==> config.mk <==
export PLATFORM = sky130hd
export DESIGN_NAME = frbbs_ctrl
export DESIGN_NICKNAME = d
export VERILOG_FILES = /design/src/rtl/frbbs_pkg.sv /design/src/rtl/frbbs_ctrl.sv
export SDC_FILE = /design/constraint.sdc
export NUM_CORES = 1
export LEC_CHECK = 0
export BUFFER_PORTS_ARGS = -buffer_cell sky130_fd_sc_hd__buf_4
export CAP_MARGIN = 25
export CELL_PAD_IN_SITES_DETAIL_PLACEMENT = 0
export CELL_PAD_IN_SITES_GLOBAL_PLACEMENT = 2
export CORE_UTILIZATION = 23
export CTS_BUF_LIST = sky130_fd_sc_hd__clkbuf_4 sky130_fd_sc_hd__clkbuf_8
export DETAILED_ROUTE_END_ITERATION = 7
export GPL_TIMING_DRIVEN = 0
export PLACE_DENSITY_LB_ADDON = 0.1
export SLEW_MARGIN = 10
export SYNTH_ARGS = -nofsm -noshare
export SYNTH_HDL_FRONTEND = slang
export SYNTH_SLANG_ARGS = --single-unit
==> constraint.sdc <==
create_clock -name clk -period 4.95 [get_ports clk]
set_input_delay 0.495 -clock clk [delete_from_list [all_inputs] [get_ports clk]]
set_output_delay 0.495 -clock clk [all_outputs]
set_load 0.02 [all_outputs]
==> src/rtl/frbbs_pkg.sv <==
// Shared types, codes and constants of the buddy block splitter.
package frbbs_pkg;

    // Default sizing
    localparam int FRAMES_DEF    = 4096;
    localparam int MAX_ORDER_DEF = 6;

    // Fixed field widths
    localparam int ACTION_W = 2;
    localparam int INDEX_W  = 12;
    localparam int ZONE_W   = 2;
    localparam int SEG_W    = 8;
    localparam int ORDER_W  = 3;
    localparam int CFG_IDX_W = 2;
    localparam int CFG_DATA_W = 13;
    localparam int FIRST_W  = 12;
    localparam int LAST_W   = 12;
    localparam int LIMIT_W  = 13;

    // Frame entry layout
    localparam int ENTRY_W = 12;
    localparam int KEY_W   = ZONE_W + SEG_W;
    localparam int USE_BIT = 10;
    localparam int GRP_BIT = 11;

    // Action codes
    localparam logic [ACTION_W-1:0] ACT_LOAD   = 2'd0;
    localparam logic [ACTION_W-1:0] ACT_REWIND = 2'd1;
    localparam logic [ACTION_W-1:0] ACT_NEXT   = 2'd2;

    // Configuration register indexes
    localparam logic [CFG_IDX_W-1:0] CFG_WALK_FIRST = 2'd0;
    localparam logic [CFG_IDX_W-1:0] CFG_WALK_LAST  = 2'd1;
    localparam logic [CFG_IDX_W-1:0] CFG_RUN_LIMIT  = 2'd2;

    // Reset values of the configuration registers
    localparam logic [FIRST_W-1:0] WALK_FIRST_RST = 12'd0;
    localparam logic [LAST_W-1:0]  WALK_LAST_RST  = 12'd4095;
    localparam logic [LIMIT_W-1:0] RUN_LIMIT_RST  = 13'd4096;

    // Read address select
    localparam logic [1:0] RD_CURSOR      = 2'd0;
    localparam logic [1:0] RD_CURSOR_NEXT = 2'd1;
    localparam logic [1:0] RD_RUN_NEXT    = 2'd2;

    typedef struct packed {
        logic       load_wr;
        logic       rewind;
        logic       skip_step;
        logic       head_take;
        logic       run_step;
        logic       calc_order;
        logic       finish_block;
        logic       finish_done;
        logic [1:0] rd_sel;
    } cmd_t;

    typedef struct packed {
        logic cur_in_range;
        logic next_in_range;
        logic cur_busy;
        logic head_pass;
        logic run_pass;
        logic out_free;
    } stat_t;

endpackage

==> src/rtl/frbbs_ctrl.sv <==
// Sequencing state machine of the buddy block splitter.
module frbbs_ctrl (
    input  logic                           clk,
    input  logic                           rst_n,
    input  logic                           in_valid,
    output logic                           in_stall,
    input  logic [frbbs_pkg::ACTION_W-1:0] action,
    input  frbbs_pkg::stat_t               stat,
    output frbbs_pkg::cmd_t                cmd
);
    import frbbs_pkg::*;

    localparam logic [2:0] ST_IDLE       = 3'd0;
    localparam logic [2:0] ST_SKIP_ISSUE = 3'd1;
    localparam logic [2:0] ST_SKIP_TEST  = 3'd2;
    localparam logic [2:0] ST_RUN_TEST   = 3'd3;
    localparam logic [2:0] ST_ORDER      = 3'd4;
    localparam logic [2:0] ST_FINISH     = 3'd5;
    localparam logic [2:0] ST_DONE       = 3'd6;

    logic [2:0] state_reg;
    logic [2:0] state_next;
    logic       accept;

    assign in_stall = (state_reg != ST_IDLE);
    assign accept   = in_valid && (state_reg == ST_IDLE);

    always_comb
    begin
        state_next = state_reg;
        cmd        = '0;
        cmd.rd_sel = RD_CURSOR;
        unique case (state_reg)
            ST_IDLE:
            begin
                if (accept)
                begin
                    unique case (action)
                        ACT_LOAD:   cmd.load_wr = 1'b1;
                        ACT_REWIND: cmd.rewind  = 1'b1;
                        ACT_NEXT:   state_next  = ST_SKIP_ISSUE;
                        default:    ;
                    endcase
                end
            end
            ST_SKIP_ISSUE:
            begin
                cmd.rd_sel = RD_CURSOR;
                state_next = stat.cur_in_range ? ST_SKIP_TEST : ST_DONE;
            end
            ST_SKIP_TEST:
            begin
                cmd.rd_sel = RD_CURSOR_NEXT;
                if (stat.cur_busy)
                begin
                    cmd.skip_step = 1'b1;
                    if (!stat.next_in_range)
                    begin
                        state_next = ST_DONE;
                    end
                end
                else
                begin
                    cmd.head_take = 1'b1;
                    state_next    = stat.head_pass ? ST_RUN_TEST : ST_ORDER;
                end
            end
            ST_RUN_TEST:
            begin
                cmd.rd_sel = RD_RUN_NEXT;
                if (stat.run_pass)
                begin
                    cmd.run_step = 1'b1;
                end
                else
                begin
                    state_next = ST_ORDER;
                end
            end
            ST_ORDER:
            begin
                cmd.calc_order = 1'b1;
                state_next     = ST_FINISH;
            end
            ST_FINISH:
            begin
                if (stat.out_free)
                begin
                    cmd.finish_block = 1'b1;
                    state_next       = ST_IDLE;
                end
            end
            ST_DONE:
            begin
                if (stat.out_free)
                begin
                    cmd.finish_done = 1'b1;
                    state_next      = ST_IDLE;
                end
            end
            default:
            begin
                state_next = ST_IDLE;
            end
        endcase
    end

    always_ff @(posedge clk or negedge rst_n)
    begin
        if (!rst_n)
        begin
            state_reg <= ST_IDLE;
        end
        else
        begin
            state_reg <= state_next;
        end
    end

endmodule

# Word level (Yosys, flattened, before mapping)
# Index checks and enable logic that the tools add are counted.
[totals]
wordCells = 43
register_bits = 3
[classes]
reduce_logical = 6
n_eq_ne = 13
n_mux = 23
[ops]
columns = ["operator", "n"]
rows = [
  ["3-bit two-way mux", 8],
  ["3-bit case mux with 6 select lines", 1],
  ["1-bit two-way mux", 10],
  ["3-bit == test, second input constant", 3],
  ["3-bit by 2-bit == test with 1-bit output, second input constant", 2],
  ["2-bit two-way mux", 3],
  ["5-bit AND reduction", 1],
  ["2-bit by 1-bit inequality test with 1-bit output, second input constant", 2],
  ["2-bit inequality test, second input constant", 2],
  ["2-bit case mux with 2 select lines", 1],
  ["3-bit by 1-bit == test with 1-bit output, second input constant", 1],
  ["3-bit zero test", 1],
  ["3-bit inequality test, second input constant", 1],
  ["3-bit nonzero test", 1],
  ["2-bit by 1-bit == test with 1-bit output, second input constant", 1],
  ["2-bit == test, second input constant", 1],
  ["2-bit zero test", 1],
  ["2-bit OR reduction", 1],
  ["1-bit logical AND", 1],
]

# Depth between registers and ports, before layout
[logic_depth]
ltp_word = 4
ltp_mapped = 5
depth_no_buf = 4

# Worst setup path after synthesis
# Ideal clock, no wire load.
[synth_path]
path_kind = "register to output"
startpoint = "register state_reg[2]"
endpoint = "output cmd[8] (netlist bit)"
path_buffers = 0
path_stages_with_launch = 3
t_arrival_ps = 1518
slack_ps = 2937
t_required_ps = 4455
cell_sequence = "dfrtp_1 > or3_4 > nor4_1"
[synth_rtl]
columns = ["item", "line_no", "rtl"]
rows = [
  ["start: declaration", "frbbs_ctrl.sv:21", "logic [2:0] state_reg;"],
  ["start signal: assignment", "frbbs_ctrl.sv:116", "state_reg <= state_next;"],
  ["end: declaration", "frbbs_ctrl.sv:9", "output frbbs_pkg::cmd_t cmd"],
]

==> tab_implementation.tex <==
\begin{tabular}{lr}
\hline
Metric & Value \\
\hline
\multicolumn{2}{l}{\textbf{Status}} \\
\quad Outcome & finished, final reports clean \\
\multicolumn{2}{l}{\textbf{Clocking}} \\
\quad Number of buffers created by CTS & 3 \\
\quad Post-CTS setup-driven buffer insertion count & 0 \\
\quad Number of gates resized after cts & 0 \\
\quad Hold-fix buffer count after cts & 0 \\
\quad Worst-case clock buffer depth & 2 \\
\quad H-tree depth & 1 \\
\quad CTS tree & built \\
\quad Clock tree root buffer cell & sky130\_fd\_sc\_hd\_\_clkbuf\_4 \\
\quad Clock insertion delay at the later pin of the skew report & 0.23 ns \\
\quad Clock tree sinks & 3 \\
\quad Clock transition at the registers of the reported paths & 0.04 ns \\
\multicolumn{2}{l}{\textbf{Timing}} \\
\quad Hold Fails Final Rpt & 0 \\
\quad Highest clock frequency the design can meet & 503 MHz \\
\quad Pin slew with the least headroom to its limit & 0.266 ns \\
\quad Setup-failing EPs final & 0 \\
\quad Final setup TNS & 0 ns \\
\quad Worst setup margin & 2.96 ns \\
\quad Worst setup skew after layout & 0.000928 ns \\
\quad Slew margin rel. & 82.3\% \\
\quad Clock period minus final worst setup slack & 1.99 ns \\
\quad Share of the cycle needed by the critical path after routing & 40.2\% \\
\quad Slew Limit Fails & 0 \\
\quad RSZ-0062 raised after global routing & false \\
\quad Tightest hold margin & 0.0402 ns \\
\multicolumn{2}{l}{\textbf{Route}} \\
\quad Iteration-0 DRC count of the detailed router & 2 \\
\quad Vias post-DR & 371 \\
\quad Pre-antenna DRT Iters & 4 \\
\quad Routed len/inst & 9.98 um \\
\quad Count of antenna-violating nets left after detailed routing & 0 \\
\quad DRC violation count after routing & 0 \\
\quad Vias/cell & 4.52 \\
\quad Detailed Route WL & 818 um \\
\multicolumn{2}{l}{\textbf{Place}} \\
\quad Detailed-placement wirelength estimate & 654 um \\
\quad Final weighted congestion of routability-driven global placement & 0.645 \\
\quad Worst Setup Slack post-DPL & 3.21 ns \\
\quad I/O Buffers & 21 \\
\quad Cell count after placement & 78 \\
\multicolumn{2}{l}{\textbf{Layout}} \\
\quad \# nets final & 79 \\
\quad Most frequent standard cell in the layout excluding fill and tap cells & sky130\_fd\_sc\_hd\_\_buf\_4 \\
\quad Signed area change from the synthesized netlist to the final layout & 60.4\% \\
\quad Flip-flop count of the largest register, all copies and words added & 3 \\
\quad Share of post-route cells with drive strength above 1 & 50.7\% \\
\quad Post-layout instance count excluding filler cells & 82 \\
\quad Ant. Diodes & 0 \\
\quad Filler cell count & 157 \\
\quad Leading cell types in the layout, fill and taps excluded & sky130\_fd\_sc\_hd\_\_buf\_4 (22), sky130\_fd\_sc\_hd\_\_nor2\_1 (6), sky130\_fd\_sc\_hd\_\_nand2b\_1 (4), sky130\_fd\_sc\_hd\_\_clkbuf\_4 (4) \\
\multicolumn{2}{l}{\textbf{Worst setup path}} \\
\quad Worst R2R End & state\_reg[1] \\
\quad Worst setup endpoint & cmd[9] \\
\quad Category of the worst setup path capture point & output pin \\
\quad Worst setup startpoint & state\_reg[2] \\
\quad Crit Reg-Reg Startpoint & state\_reg[2] \\
\quad Crit path launch type & flip-flop \\
\quad Family of cells with the greatest summed delay on the critical path & simple AND/OR/NAND/NOR gates \\
\quad Worst-path cell chain & or3\_4 > nor4\_1 > buf\_4 \\
\quad Bufs and invs on worst path & 1 \\
\quad Max Fanout on Critical Path & 9 \\
\quad Cell depth of the worst flop-to-flop path & 4 \\
\quad Type of the setup path with the least slack & flip-flop to output pin \\
\quad Worst EP arrival & 1.49 ns \\
\quad Data required time at the worst endpoint & 4.45 ns \\
\quad Highest cell delay on the worst timing path & 0.46 ns \\
\quad Worst reg2reg setup slack & 3.28 ns \\
\quad Number of stages on the worst setup path & 3 \\
\quad CP max stage cell & sky130\_fd\_sc\_hd\_\_dfrtp\_1 \\
\multicolumn{2}{l}{\textbf{Power and ir drop}} \\
\quad Lkg Pwr & 0.000273 uW \\
\quad Power density of the placed cells & 564 mW/mm\^{}2 \\
\quad Peak supply drop & 0.000214 V \\
\quad Power, Total & 309 uW \\
\multicolumn{2}{l}{\textbf{Yosys}} \\
\quad Unique masters post-synth & 24 \\
\quad Synthesized cell area & 342 sq um \\
\quad Top cells by area in the synthesized netlist & sky130\_fd\_sc\_hd\_\_dfrtp\_1 (22\%), sky130\_fd\_sc\_hd\_\_mux2\_4 (8.8\%), sky130\_fd\_sc\_hd\_\_nand2b\_1 (7.3\%) \\
\quad Leading area contributor after synthesis & sky130\_fd\_sc\_hd\_\_dfrtp\_1 \\
\quad Synth Net Count & 53 \\
\quad Register bit total from synthesis & 3 \\
\quad Post-Syn Area per Cell & 8.13 sq um \\
\quad Mapped Cells & 42 \\
\quad Area share of the leading cell type in the synthesized netlist & 22.0\% \\
\quad YS warnings & 0 \\
\quad Sequential share of the synthesized area & 22.0\% \\
\multicolumn{2}{l}{\textbf{Floorplanning}} \\
\quad Width of the die & 40.5 um \\
\quad Total number of placement rows & 13 \\
\quad Initial standard-cell utilization of the core & 25.6\% \\
\quad DIE AREA & 0.00164 sq mm \\
\quad Die Span Y & 40.5 um \\
\quad Number of top-level pins & 22 \\
\quad Placeable Area & 0.00133 sq mm \\
\multicolumn{2}{l}{\textbf{Global routing}} \\
\quad Maximum number of pins on one net before global-route repair & 11 \\
\quad Number of global-route vias before repair & 323 \\
\quad Grt total ovfl & 0 \\
\quad Overall routing resource usage & 12.2\% \\
\quad Global-route wire length before repair & 1300 um \\
\quad Initial antenna violation count & 0 \\
\multicolumn{2}{l}{\textbf{Min path}} \\
\quad Hold crit path type & input port to asynchronous set/reset pin \\
\multicolumn{2}{l}{\textbf{Job}} \\
\quad Max-cap violations & 0 \\
\hline
\end{tabular}
[stage by stage]
stage / utilization, % / area [sq um]
floorplan: - / 342
global placement: 38.8 / 518
detailed placement: 38.8 / 518
CTS: 41.1 / 548
global route: 41.1 / 548
finish: 41.1 / 548
[worst reg2reg max path: stages, from the launching register on]
cell and delay [ns]:
sky130_fd_sc_hd__dfrtp_1 0.46, sky130_fd_sc_hd__or3_4 0.44, sky130_fd_sc_hd__a31oi_1 0.19, sky130_fd_sc_hd__or3_4 0.17, sky130_fd_sc_hd__mux2_4 0.29
[final cells by class]
class | count | area, sq um | area share [%]
multi-input cells | 34 | 236 | 43.2
repair buffers | 21 | 158 | 28.8
flip-flops and latches | 3 | 75.1 | 13.7
clock buffers | 4 | 30.0 | 5.48
plain buffers | 2 | 18.8 | 3.42
well taps | 15 | 18.8 | 3.42
inverters | 3 | 11.3 | 2.05
[worst min-delay path by stage]
stage	depth (start not counted)	slack (ns)	endpoint
final	1	0.04	state_reg[0]
after global routing	1	0.03	state_reg[2]
after CTS	1	0.03	state_reg[0]
after detailed placement	1	0.29	state_reg[2]
after global placement	1	0.28	state_reg[2]
after floorplan	0	0.20	state_reg[0]
[per-layer routing]
metal / wire length [um] / up-vias / track usage, %
met5: 0 / - / 0
met4: 0 / 0 / 10.0
met3: 48 / 0 / 1.67
met2: 383 / 13 / 17.5
met1: 385 / 163 / 15.7
li1: - / 195 / -
[cells in the mapped netlist]
cell                       instances
sky130_fd_sc_hd__a31o_1            1
sky130_fd_sc_hd__nand2b_1          4
sky130_fd_sc_hd__nor2_1            6
sky130_fd_sc_hd__o21a_1            1
sky130_fd_sc_hd__a21oi_2           1
sky130_fd_sc_hd__or2b_1            1
sky130_fd_sc_hd__or2b_2            1
sky130_fd_sc_hd__a21oi_1           2
sky130_fd_sc_hd__dfrtp_1           3
sky130_fd_sc_hd__nand2_1           2
sky130_fd_sc_hd__a31oi_1           1
sky130_fd_sc_hd__nor4_1            2
sky130_fd_sc_hd__buf_4             1
sky130_fd_sc_hd__inv_1             3
sky130_fd_sc_hd__and2_1            2
sky130_fd_sc_hd__a221o_1           1
sky130_fd_sc_hd__nor3b_1           1
sky130_fd_sc_hd__mux2_4            2
sky130_fd_sc_hd__nor3_1            1
sky130_fd_sc_hd__nand3b_2          1
sky130_fd_sc_hd__o21bai_1          1
sky130_fd_sc_hd__or3_4             2
sky130_fd_sc_hd__buf_6             1
sky130_fd_sc_hd__o21ai_0           1
[cells by family after synthesis]
family / Yosys count / share of synthesized area [%]
flops: 3 / 22.0
simple gates: 23 / 41.8
mux: 2 / 8.79
compound gates: 9 / 18.7
buf+inv: 5 / 8.79
[power by group]
group / internal, uW / switching, uW / total (uW)
logic: 112 / 95.0 / 208
registers: 37.1 / 15.4 / 52.5
clock network: 35.7 / 13.6 / 49.3
total: 185 / 124 / 309
Power figures use the tool's default switching activity.
